==> src/design/rpts_pkg.sv <==
// Shared types and constants of the rate paced transfer segmenter.
package rpts_pkg;

  // shared divider widths
  localparam int unsigned DIV_W = 40;
  localparam int unsigned DSR_W = 20;

  // result kinds
  localparam logic [2:0] RK_HEAD  = 3'd0;
  localparam logic [2:0] RK_BODY  = 3'd1;
  localparam logic [2:0] RK_TAIL  = 3'd2;
  localparam logic [2:0] RK_ADDED = 3'd3;
  localparam logic [2:0] RK_FULL  = 3'd4;
  localparam logic [2:0] RK_ZERO  = 3'd5;

  // configuration register indexes
  localparam logic [1:0] CFG_MIN_RATE = 2'd0;
  localparam logic [1:0] CFG_MIN_PKT  = 2'd1;
  localparam logic [1:0] CFG_MAX_PKT  = 2'd2;

  // header overheads and payload floor, bytes
  localparam logic [15:0] HDR_HEAD = 16'd13;
  localparam logic [15:0] HDR_BODY = 16'd2;
  localparam logic [15:0] HDR_TAIL = 16'd3;
  localparam logic [15:0] PAY_MIN  = 16'd10;

  localparam logic [9:0]  MS_PER_S = 10'd1000;
  localparam logic [19:0] LO_MUL   = 20'd10;
  localparam logic [19:0] HI_MUL   = 20'd15;

  // floor(x / 1000) = (x * RCP) >> shift, exact over the whole input range
  localparam logic [24:0] RCP_RATE = 25'd17179870;  // 24-bit x, shift 34
  localparam logic [26:0] RCP_FRAC = 27'd68719477;  // 26-bit x, shift 36

  typedef enum logic [3:0] {
    OP_NONE,
    OP_ADD,
    OP_CLR_OWING,
    OP_TICK,
    OP_POP,
    OP_FLOOR,
    OP_SCAN_RD,
    OP_SCAN_CMP,
    OP_MUL,
    OP_FRAC,
    OP_CREDIT,
    OP_PKT,
    OP_PKT_DONE,
    OP_CRED_DONE,
    OP_EMIT
  } op_e;

  typedef struct packed {
    op_e op;
  } cmd_t;

  typedef struct packed {
    logic empty;
    logic pop_cond;
    logic count_one;
    logic scan_last;
    logic div_done;
    logic pkt_interp;
    logic emit_end;
    logic out_free;
  } status_t;

  typedef struct packed {
    logic [14:0] id;
    logic [31:0] size;
    logic [23:0] rate;
    logic [15:0] category;
  } entry_t;

endpackage

==> src/design/rpts_ctrl.sv <==
// Controller: sequences adds, pops, rate rescans, divisions and packet emission.
module rpts_ctrl import rpts_pkg::*; (
  input  logic    clk_i,
  input  logic    rst_ni,
  input  logic    in_valid_i,
  input  logic    kind_i,
  output logic    in_stall_o,
  input  status_t status_i,
  output cmd_t    cmd_o
);

  typedef enum logic [10:0] {
    S_IDLE     = 11'b00000000001,
    S_FRONT    = 11'b00000000010,
    S_SCAN_RD  = 11'b00000000100,
    S_SCAN_CMP = 11'b00000001000,
    S_MUL      = 11'b00000010000,
    S_FRAC     = 11'b00000100000,
    S_CREDIT   = 11'b00001000000,
    S_PKT      = 11'b00010000000,
    S_DIV_PKT  = 11'b00100000000,
    S_DIV_CRED = 11'b01000000000,
    S_EMIT     = 11'b10000000000
  } state_e;

  state_e state_q, state_d;
  logic   acc;

  assign in_stall_o = (state_q != S_IDLE) || !status_i.out_free;
  assign acc        = in_valid_i && !in_stall_o;

  always_comb begin
    state_d   = state_q;
    cmd_o.op  = OP_NONE;
    unique case (state_q)
      S_IDLE: begin
        if (acc) begin
          if (kind_i) begin
            cmd_o.op = OP_ADD;
          end else if (status_i.empty) begin
            cmd_o.op = OP_CLR_OWING;
          end else begin
            cmd_o.op = OP_TICK;
            state_d  = S_FRONT;
          end
        end
      end
      S_FRONT: begin
        if (status_i.pop_cond) begin
          cmd_o.op = OP_POP;
          state_d  = status_i.count_one ? S_IDLE : S_SCAN_RD;
        end else begin
          cmd_o.op = OP_FLOOR;
          state_d  = S_MUL;
        end
      end
      S_SCAN_RD: begin
        cmd_o.op = OP_SCAN_RD;
        state_d  = S_SCAN_CMP;
      end
      S_SCAN_CMP: begin
        cmd_o.op = OP_SCAN_CMP;
        state_d  = status_i.scan_last ? S_FRONT : S_SCAN_RD;
      end
      S_MUL: begin
        cmd_o.op = OP_MUL;
        state_d  = S_FRAC;
      end
      S_FRAC: begin
        cmd_o.op = OP_FRAC;
        state_d  = S_CREDIT;
      end
      S_CREDIT: begin
        cmd_o.op = OP_CREDIT;
        state_d  = S_PKT;
      end
      S_PKT: begin
        cmd_o.op = OP_PKT;
        state_d  = status_i.pkt_interp ? S_DIV_PKT : S_DIV_CRED;
      end
      S_DIV_PKT: begin
        if (status_i.div_done) begin
          cmd_o.op = OP_PKT_DONE;
          state_d  = S_DIV_CRED;
        end
      end
      S_DIV_CRED: begin
        if (status_i.div_done) begin
          cmd_o.op = OP_CRED_DONE;
          state_d  = S_EMIT;
        end
      end
      S_EMIT: begin
        if (status_i.emit_end) begin
          state_d = S_IDLE;
        end else if (status_i.out_free) begin
          cmd_o.op = OP_EMIT;
        end
      end
      default: state_d = S_IDLE;
    endcase
  end

  always_ff @(posedge clk_i or negedge rst_ni) begin
    if (!rst_ni) begin
      state_q <= S_IDLE;
    end else begin
      state_q <= state_d;
    end
  end

endmodule

==> config.mk <==
export PLATFORM = sky130hd
export DESIGN_NAME = rpts_ctrl
export DESIGN_NICKNAME = d
export VERILOG_FILES = /design/src/design/rpts_pkg.sv /design/src/design/rpts_ctrl.sv
export SDC_FILE = /design/constraint.sdc
export NUM_CORES = 1
export LEC_CHECK = 0
export ABC_AREA = 1
export BUFFER_PORTS_ARGS = -buffer_cell sky130_fd_sc_hd__buf_2
export CORE_MARGIN = 1.5
export CORE_UTILIZATION = 39
export CTS_CLUSTER_DIAMETER = 60
export CTS_CLUSTER_SIZE = 14
export DETAILED_ROUTE_END_ITERATION = 6
export SLEW_MARGIN = 30
export SYNTH_ARGS = -nofsm -noshare
export SYNTH_HDL_FRONTEND = slang
export SYNTH_SLANG_ARGS = --single-unit
==> constraint.sdc <==
create_clock -name clk_i -period 2.2 [get_ports clk_i]
set_input_delay 0.33 -clock clk_i [delete_from_list [all_inputs] [get_ports clk_i]]
set_output_delay 0.33 -clock clk_i [all_outputs]
set_load 0.05 [all_outputs]
==> impl_metrics.ini <==
[finish]
largest_reg_flops = 11
top_register = state_q
nets = 151
syn2layout_area_growth_pct = 21.93
drive_gt1_share_pct = 26.09
diodes = 0
largestRegisters = state_q (11)

[clock_tree]
cts_root_buf = clkbuf_4
clock_latency_ps = 270
cts_tree = yes
cts_buffer_depth = 2
numCtsBuffers = 3
post-cts-setup-buffers = 0
path_clk_slew_ps = 70
h-tree-depth = 1
clock-sinks = 11

[synthesis]
synth_top_area_cell = dfrtp_1
synthCells = 117
ys_seq_area_share_pct = 33.90
synth_edf_count = 0
synthFlopType = dfrtp_1
synth.most_common_cell = nand2_1
syn_area_um2 = 815.8
avgSynthCellArea_um2 = 6.972
ys_types = 20
yosys_warnings = 0
async_flop_share_pct = 100.0
ys_ff_latch = 11
yosys-top-cells-area = dfrtp_1 (31%), nand2_1 (13%), inv_1 (9.7%)
yosys.area.top_type_share_pct = 30.67
synth_commonest_cells = nand2_1 (29), inv_1 (21), nor2_1 (17)
syn_nets = 129

[power]
swShare_pct = 47.72
intPower_uw = 472.2
ir_drop_mv = 0.5929
p_seq_share_pct = 28.1
pwr-share-comb_pct = 56.5
power_leakage_uw = 0.0005503
power_uw = 903.2
p_per_area_nw_per_um2 = 908.0
power.share.clock_pct = 15.4
netSwitchingPower_uw = 431.0

[sta]
period_minus_slack_ps = 2075
fin_crit_sh_pct = 94.34
maxSlewViolCount = 0
tightestPinTransition_ps = 284.7
skew_ps = 7.956
fin_tns_setup_ps = 0
grt_setup_unrepaired = no
max_freq_mhz = 481.8
setup_viol = 0
finalHoldViolCount = 0
maxSlewHeadroom_pct = 80.88

[floorplan]
die_area_um2 = 2375
core_area_um2 = 1962
die_w_um = 48.74
rows = 16
ios = 17
start_util_pct = 41.58
fp.dieH_um = 48.74

[hold_path]
min_path_type = primary input to register
min_from = status_i[6]

[critical_path]
critPathRequiredTime_ps = 1870
path_class = register to output pin
end_kind = output pin
reg2reg_from = state_q[6]$_DFFE_PN0P_
cp_slowest_cell = dfstp_2
cp-startpoint = state_q[0]$_DFFE_PN1P_
start_kind = register
crit_top_cell = nand2_1
worstPathArrival_ps = 1750
worst-path-max-fanout = 3
cp_cell_sequence = nor2_1 -> nand2_1 -> nor2_2 -> nand2_1 -> nand2_1 -> nor3_1 -> o21ai_1 -> buf_6
slowest_delay_ps = 530

[global_route]
grt_pass1_wl_mm = 3.084
grt_pass1_vias = 758
grt_util_all_layers_pct = 16.57
grt_max_degree = 12
antenna_found_initial = 0
grt_overflow = 0

[detailed_routing]
ant_nets = 0
vias = 766
drc = 0
routed_via_density = 4.642
wire_per_inst_um = 10.58
drt-total-wl_mm = 1.745
drtPass1Iterations = 4
drt_iter0_markers = 10

[outcome]
status = complete, no violations

[job]
maxCapViolCount = 0

[place]
dpl.hpwl_mm = 1.424
io_buffers = 16
finalWeightedCongestion = 0.8312
[placed cells by master, fill, tap and decap left out]
master,n
dfrtp_1,10
inv_1,21
o21ai_0,4
clkbuf_4,4
nor3_2,1
nor2_1,16
nand2_1,29
dlygate4sd3_1,1
nand4_2,1
o21ai_1,4
clkbuf_1,1
clkinv_1,1
a31oi_4,1
nand3_1,6
nor2_4,3
buf_6,3
nand4_1,2
nor2_2,4
nand2_4,3
buf_2,12
dfstp_2,1
o21ai_2,2
nor2_8,1
nor3_1,5
o32ai_1,1
a21oi_1,1
[kinds of logic after synthesis]
group           Yosys count  synth area share [%]
simple gates             71                 44.63
buf+inv                  22                 10.12
compound gates           13                 11.35
flops                    11                 33.90
[final cells by class]
class,instances,area [um^2]
multi-input combinational,84,464.2
tap,27,33.78
inverter,22,82.58
sequential,11,276.5
fill,220,967.2
clock buffer,4,26.28
timing repair buffer,17,111.4
[power groups by stage]
stage               logic, uW  registers [uW]  clock network, uW
finish                    510             254                139
floorplan                 385             252                  0
global route              561             259                154
global placement          477             255                  0
detailed placement        480             255                  0
CTS                       482             252                146
[routing by layer]
| metal | part of all wire, % | up-vias | track usage (%) |
|---|---|---|---|
| met2 | 45 | 19 | 26.48 |
| li1 | - | 412 | - |
| met5 | 0 | - | 0 |
| met4 | 1.9 | 0 | 7.143 |
| met3 | 2.6 | 5 | 0.9259 |
| met1 | 50 | 330 | 23.20 |
[timing repair]
item	CTS	global route
hold buffers	1	0
resized for setup	0	12
setup endpoints to repair	0	4
hold endpoints to repair	10	0
[critical path: cells and delay by family (launching register included)]
family	cells	cell delay, ps
buffers and inverters	1	160
AO/OA/AOI/OAI	1	110
flip-flops	1	530
AND/OR/NAND/NOR	6	690
[through the flow]
| step | hold slack [ps] | setup slack, ps | util [%] | std cells | area (um^2) |
|---|---|---|---|---|---|
| after floorplan | 34.41 | 64.07 | - | 117 | 815.8 |
| after global routing | 264.3 | 2.482 | 50.70 | 165 | 994.7 |
| final | 261.2 | 124.5 | 50.70 | 165 | 994.7 |
| after detailed placement | 219.1 | 370.0 | 47.39 | 160 | 929.6 |
| after global placement | 217.4 | 363.7 | 47.39 | 160 | 929.6 |
| after CTS | 254.9 | 47.69 | 49.23 | 165 | 965.9 |
[worst paths after layout]
check                      cells after the start  slack [ps]                endpoint
min in group asynchronous                      2         460  state_q[8]$_DFFE_PN0P_
hold reg to reg                                2         590  state_q[9]$_DFFE_PN0P_
setup reg to reg                               8         740  state_q[1]$_DFFE_PN0P_
max in group asynchronous                      2        1460  state_q[0]$_DFFE_PN1P_
hold / removal                                 2         260  state_q[4]$_DFFE_PN0P_
setup / recovery                               8         120                cmd_o[1]
Note: power is estimated with default switching activity, not from simulation.
